**config.mk**
```make
export PLATFORM = sky130hd
export DESIGN_NAME = vdi_ctrl
export DESIGN_NICKNAME = d
export VERILOG_FILES = /design/src/hw/rtl/vdi_pkg.sv /design/src/hw/rtl/vdi_ctrl.sv
export VERILOG_INCLUDE_DIRS = /design/src /design/src/hw/rtl
export SDC_FILE = /design/constraint.sdc
export NUM_CORES = 1
export LEC_CHECK = 0
export BUFFER_PORTS_ARGS = -buffer_cell sky130_fd_sc_hd__buf_2
export CAP_MARGIN = 25
export CORE_MARGIN = 2
export CORE_UTILIZATION = 48
export DETAILED_ROUTE_END_ITERATION = 8
export PLACE_DENSITY_LB_ADDON = 0.15
export SLEW_MARGIN = 20
export SYNTH_ARGS = -nofsm -noshare
export SYNTH_HDL_FRONTEND = slang
export SYNTH_SLANG_ARGS = --single-unit
```
**constraint.sdc**
```tcl
create_clock -name clk -period 4.1 [get_ports clk]
set_input_delay 0.82 -clock clk [delete_from_list [all_inputs] [get_ports clk]]
set_output_delay 0.82 -clock clk [all_outputs]
set_load 0.005 [all_outputs]
```
**src/hw/rtl/assert_macros.svh**
```systemverilog
// ----------------------------------------------------------------------------
// assert_macros.svh
// assertion helpers for the rtl sequencer, empty when building for synthesis
// ----------------------------------------------------------------------------
`ifndef ASSERT_MACROS_SVH
`define ASSERT_MACROS_SVH

`ifndef SYNTHESIS
// plain property checked at every clock
`define VDI_ASSERT(lbl, clk, rstn, prop, msg) \
  lbl: assert property (@(posedge clk) disable iff (!rstn) (prop)) else $error(msg);
// consequent checked in the clock after the antecedent
`define VDI_ASSERT_NEXT(lbl, clk, rstn, ante, cons, msg) \
  lbl: assert property (@(posedge clk) disable iff (!rstn) (ante) |=> (cons)) else $error(msg);
`else
`define VDI_ASSERT(lbl, clk, rstn, prop, msg)
`define VDI_ASSERT_NEXT(lbl, clk, rstn, ante, cons, msg)
`endif

`endif

```
**src/hw/rtl/vdi_pkg.sv**
```systemverilog
// ----------------------------------------------------------------------------
// vdi_pkg
// types, constants and float helpers for the vertex dedup indexer
// ----------------------------------------------------------------------------
package vdi_pkg;

  localparam int unsigned KEY_WORDS = 8;
  localparam int unsigned OUT_IDX_W = 10;
  localparam int unsigned EPOCH_W   = 4;

  localparam logic [31:0] FNV_BASIS = 32'h811C_9DC5;
  localparam logic [31:0] FNV_PRIME = 32'h0100_0193;
  localparam logic [31:0] ONE_F     = 32'h3F80_0000;
  localparam logic [31:0] ZERO_F    = 32'h0000_0000;

  typedef struct packed {
    logic        first_of_mesh;
    logic [31:0] position_x;
    logic [31:0] position_y;
    logic [31:0] position_z;
    logic        has_normal;
    logic [31:0] normal_x;
    logic [31:0] normal_y;
    logic [31:0] normal_z;
    logic        has_texcoord;
    logic [31:0] tex_u;
    logic [31:0] tex_v;
  } in_item_t;

  typedef struct packed {
    logic [OUT_IDX_W-1:0] vtx_idx;
    logic                 is_new;
    logic                 overflow;
  } out_item_t;

  typedef struct packed {
    logic load;
    logic clear_mesh;
    logic sweep_start;
    logic sweep_wr;
    logic hash_init;
    logic hash_step;
    logic mod_step;
    logic probe_start;
    logic slot_rd;
    logic ent_rd;
    logic probe_next;
    logic insert;
    logic res_match;
    logic res_new;
    logic res_ovf;
  } dp_cmd_t;

  typedef struct packed {
    logic first;
    logic epoch_wrap;
    logic sweep_last;
    logic step_last;
    logic mod_last;
    logic slot_occ;
    logic key_match;
    logic probe_last;
    logic table_full;
  } dp_sts_t;

  function automatic logic is_nan32(input logic [31:0] a);
    return (a[30:23] == 8'hFF) && (a[22:0] != 23'd0);
  endfunction

  // float equality: signed zeros equal, nan never equal
  function automatic logic feq(input logic [31:0] a, input logic [31:0] b);
    logic zeros;
    zeros = ((a[30:0] | b[30:0]) == 31'd0);
    return !is_nan32(a) && !is_nan32(b) && (zeros || (a == b));
  endfunction

  function automatic logic [31:0] zero_norm(input logic [31:0] w);
    return (w[30:0] == 31'd0) ? ZERO_F : w;
  endfunction

endpackage

```
**src/hw/rtl/vdi_ctrl.sv**
```systemverilog
// ----------------------------------------------------------------------------
// vdi_ctrl
// sequencer: clear sweep, hash, modulo, probe loop, insert and result handoff
// ----------------------------------------------------------------------------
`include "assert_macros.svh"

module vdi_ctrl (
  input  logic             clk,
  input  logic             rst_n,
  input  logic             in_valid,
  output logic             in_stall,
  output logic             out_valid,
  input  logic             out_stall,
  input  vdi_pkg::dp_sts_t sts,
  output vdi_pkg::dp_cmd_t cmd
);
  import vdi_pkg::*;

  localparam logic [3:0] S_SWEEP_RST  = 4'd0;
  localparam logic [3:0] S_IDLE       = 4'd1;
  localparam logic [3:0] S_START      = 4'd2;
  localparam logic [3:0] S_SWEEP_ITEM = 4'd3;
  localparam logic [3:0] S_HASH       = 4'd4;
  localparam logic [3:0] S_MOD        = 4'd5;
  localparam logic [3:0] S_PSTART     = 4'd6;
  localparam logic [3:0] S_SLOT_RD    = 4'd7;
  localparam logic [3:0] S_SLOT_CHK   = 4'd8;
  localparam logic [3:0] S_ENT_CHK    = 4'd9;
  localparam logic [3:0] S_INSERT     = 4'd10;

  logic [3:0] state_r, state_nxt;
  logic       out_valid_r, out_valid_nxt;
  logic       out_free;
  logic       res_any;

  assign out_free = !out_valid_r || !out_stall;

  always_comb begin
    state_nxt = state_r;
    cmd       = '0;
    case (state_r)
      S_SWEEP_RST: begin
        cmd.sweep_wr = 1'b1;
        if (sts.sweep_last) state_nxt = S_IDLE;
      end
      S_IDLE: begin
        if (in_valid) begin
          cmd.load  = 1'b1;
          state_nxt = S_START;
        end
      end
      S_START: begin
        cmd.hash_init = 1'b1;
        state_nxt     = S_HASH;
        if (sts.first) begin
          cmd.clear_mesh = 1'b1;
          if (sts.epoch_wrap) begin
            cmd.sweep_start = 1'b1;
            state_nxt       = S_SWEEP_ITEM;
          end
        end
      end
      S_SWEEP_ITEM: begin
        cmd.sweep_wr = 1'b1;
        if (sts.sweep_last) state_nxt = S_HASH;
      end
      S_HASH: begin
        cmd.hash_step = 1'b1;
        if (sts.step_last) state_nxt = S_MOD;
      end
      S_MOD: begin
        cmd.mod_step = 1'b1;
        if (sts.mod_last) state_nxt = S_PSTART;
      end
      S_PSTART: begin
        cmd.probe_start = 1'b1;
        state_nxt       = S_SLOT_RD;
      end
      S_SLOT_RD: begin
        cmd.slot_rd = 1'b1;
        state_nxt   = S_SLOT_CHK;
      end
      S_SLOT_CHK: begin
        if (sts.slot_occ) begin
          cmd.ent_rd = 1'b1;
          state_nxt  = S_ENT_CHK;
        end else if (!sts.table_full) begin
          state_nxt = S_INSERT;
        end else if (out_free) begin
          cmd.res_ovf = 1'b1;
          state_nxt   = S_IDLE;
        end
      end
      S_ENT_CHK: begin
        if (sts.key_match) begin
          if (out_free) begin
            cmd.res_match = 1'b1;
            state_nxt     = S_IDLE;
          end
        end else if (sts.probe_last) begin
          if (out_free) begin
            cmd.res_ovf = 1'b1;
            state_nxt   = S_IDLE;
          end
        end else begin
          cmd.probe_next = 1'b1;
          state_nxt      = S_SLOT_RD;
        end
      end
      S_INSERT: begin
        if (out_free) begin
          cmd.insert  = 1'b1;
          cmd.res_new = 1'b1;
          state_nxt   = S_IDLE;
        end
      end
      default: state_nxt = S_SWEEP_RST;
    endcase
  end

  assign res_any = cmd.res_match || cmd.res_new || cmd.res_ovf;

  always_comb begin
    out_valid_nxt = out_valid_r;
    if (res_any) out_valid_nxt = 1'b1;
    else if (!out_stall) out_valid_nxt = 1'b0;
  end

  always_ff @(posedge clk) begin
    if (!rst_n) begin
      state_r     <= S_SWEEP_RST;
      out_valid_r <= 1'b0;
    end else begin
      state_r     <= state_nxt;
      out_valid_r <= out_valid_nxt;
    end
  end

  assign in_stall  = (state_r != S_IDLE);
  assign out_valid = out_valid_r;

  `VDI_ASSERT(a_res_free, clk, rst_n, !res_any || out_free, "result word overwritten while held")
  `VDI_ASSERT(a_res_one, clk, rst_n, $onehot0({cmd.res_match, cmd.res_new, cmd.res_ovf}), "more than one result kind")
  `VDI_ASSERT(a_ins_room, clk, rst_n, !cmd.insert || !sts.table_full, "insert into full vertex store")
  `VDI_ASSERT_NEXT(a_acc_start, clk, rst_n, in_valid && !in_stall, state_r == S_START, "accepted word not started")

endmodule

```
==> results.toml <==
[worst_setup_path]
critPathCaptureType = "primary output"
cp_max_fo = 17
arrival_ns = 1.81
slowest_delay_ns = 0.66
required_ns = 3.28
crit_chain = "nor4b_1 -> nand3b_1 -> a21oi_1 -> buf_2"
crit_family = "flip-flops"
crit_type = "reg2out"
crit_slowest_cell = "dfxtp_1"
crit_path_start_kind = "register"
path_buf_inv = 1

[placed_design]
dp_hpwl_mm = 1.12
place_congestion = 0.836
portBuffers = 29
pre_cts_slack_ns = 1.77
postPlaceCellArea_um2 = 763

[synthesis]
synth.distinct_cells = 42
synth_top_family_by_area = "simple AND/OR/NAND/NOR gates"
async_flop_share = 0
synth-seq-area-share = 0.156
yosysWarnings = 0
syn_area_per_cell_um2 = 7.64
synth_seq_cells = 5
synth_xor_area_frac = 0
ys.flop_type = "dfxtp_1"
synth_simple_gate_area_frac = 0.441
synth_compound_area_frac = 0.288
netlist_instances = 84
syn_nets = 97
synthMuxAreaShare = 0.0312
synthAdderAreaFrac = 0
synth_edf_count = 0
netlist_area_um2 = 642

[timing]
maxSlewHeadroom = 0.536
skew_ns = 0.00608
fin_crit_ns = 2.63
rsz0062_at_grt = "no"
slew_viol_final = 0
min_period_over_period = 0.642
hold_viol_final = 0
tns_ns = 0
tightest_slew_ns = 0.695
setup_slack_ns = 1.47
setup_viol = 0
fmax_mhz = 380

[cts]
ctsResizeCount = 0
clkLatencyLatePin_ns = 0.25
clk_pin_slew_ns = 0.05
post_cts_buffers = 0
cts_tree = "yes"
cts_hold_buf = 0
h-tree-depth = 1
cts.sinks = 5
cts_buffers = 3
cts-root-buf = "clkbuf_4"
clock_path_buffers = 2

[global_route]
grt-ovfl-total = 0
antenna_found_initial = 0
grt_usage = 0.211
grt_max_degree = 24
grt_pass1_wl_mm = 2.32
first_global_vias = 539

[floorplan]
start_util = 0.506
pin_count = 30
die_w_um = 40.6
die_h_um = 40.6
core_um2 = 1270
die_area_um2 = 1650
placementRows = 13

[drt]
postRouteAntennaNets = 0
drc_errors = 0
drt_iter0_markers = 9
viasPerCell = 5.59
route.detailed.wl_per_inst_um = 12.2
dr.pass1.iters = 4
vias = 699
wirelength_mm = 1.53

[cells_and_area]
drive_gt1_frac = 0.345
diodes = 0
fill_cells = 109
nNetsFinal = 124
area_growth_pct = 23.2
finalInstanceArea_um2 = 791

[pwr]
power.leakage_nw = 0.386
p_per_area_nw_per_um2 = 388
worst_ir_drop_vdd_mv = 0.179

[job]
maxCapViolCount = 0

[run_status]
status = "finished, final reports clean"

[min_path]
hold_class = "reg2reg"
## area by class of cell
cell class | instances | area, um2 | area share
Multi-Input combinational cell | 69 | 488 | 0.617
Tap cell | 15 | 18.8 | 0.0237
Clock inverter | 1 | 5.00 | 0.00633
Timing Repair Buffer | 29 | 145 | 0.184
Clock buffer | 3 | 22.5 | 0.0285
Inverter | 3 | 11.3 | 0.0142
Sequential cell | 5 | 100 | 0.127
## final timing paths
check	startpoint	to	slack, ns	depth (start not counted)
worst max-delay path	state_r[3]$_SDFFE_PN0P_	cmd[0]	1.47	4
worst min-delay path	out_valid$_SDFFE_PN0P_	out_valid$_SDFFE_PN0P_	0.56	2
worst max register to register	state_r[0]$_SDFFE_PN0P_	state_r[0]$_SDFFE_PN0P_	2.17	4
worst min register to register	out_valid$_SDFFE_PN0P_	out_valid$_SDFFE_PN0P_	0.56	2
## logic make-up (layout without fill, tap and decap cells)
family          after synthesis  after routing
compound gates               25             25
flops                         5              5
mux                           2              2
simple gates                 42             42
buf+inv                      10             36
## registers in the layout, summed over array words and instances (netlist names)
register   count
state_r        4
out_valid      1
## cells in the mapped netlist (all sizes together) (2+ instances only)
master	instances	area (um2)
nand3b	3	22.5
o21ai	3	15.0
nand2	3	11.3
nand2b	3	18.8
dfxtp	5	100
a21oi	6	30.0
inv	3	11.3
a2bb2oi	2	17.5
a21boi	2	15.0
nor4b	5	50.0
buf	6	38.8
and2	4	25.0
o21a	2	15.0
nor2	7	26.3
nor2b	3	18.8
and3	4	25.0
mux2i	2	20.0
or2	2	12.5
## power breakdown
part           internal, mW  total, mW  leakage (nW)  switching, mW
clock                0.0354     0.0583        0.0177         0.0229
combinational        0.0858      0.146         0.327         0.0599
sequential           0.0578      0.103        0.0407         0.0448
total                 0.179      0.307         0.386          0.128
## cells in the final DEF (no fill, tap or decap), drive strengths merged
| cell type | instances |
|---|---|
| and3b | 1 |
| inv | 3 |
| or4b | 1 |
| a311oi | 1 |
| a21boi | 2 |
| o221ai | 1 |
| clkbuf | 3 |
| nor3 | 1 |
| nand3 | 1 |
| o21ba | 1 |
| nand3b | 3 |
| nand4b | 1 |
| and2 | 4 |
| and3 | 4 |
| nand2b | 3 |
| dfxtp | 5 |
| or2 | 2 |
| o31ai | 1 |
| o22ai | 1 |
| a32oi | 1 |
| nand4bb | 1 |
| clkinv | 1 |
| o21a | 2 |
| a2bb2oi | 2 |
| a21bo | 1 |
| buf | 29 |
| and4bb | 1 |
| a41oi | 1 |
| a21oi | 6 |
| o21ai | 3 |
| mux2i | 2 |
| nor4b | 5 |
| nor2b | 3 |
| nor3b | 1 |
| nor2 | 7 |
| nand2 | 3 |
| a32o | 1 |
| o211ai | 1 |
## routing by layer
layer | GRT usage | vias to the layer above | wire length [um]
met5 | 0 | - | 0
met4 | 0.125 | 0 | 36
met3 | 0.0167 | 4 | 54
met2 | 0.294 | 19 | 639
met1 | 0.307 | 307 | 796
li1 | - | 369 | -
## per-stage QoR
step / total power [mW] / std cells / hold WS [ns] / util
floorplan: 0.211 / 84 / 0.505 / -
global placement: 0.245 / 121 / 0.549 / 0.602
detailed placement: 0.248 / 121 / 0.547 / 0.602
CTS: 0.308 / 125 / 0.556 / 0.623
global route: 0.336 / 125 / 0.611 / 0.623
finish: 0.307 / 125 / 0.558 / 0.623
## worst reg2reg max path, cell delays in order (launching register included)
cell and delay, ns:
dfxtp_1 0.76, or4b_4 0.57, o22ai_2 0.18, nor3b_1 0.08, a32o_1 0.22
Power figures use the tool's default switching activity.
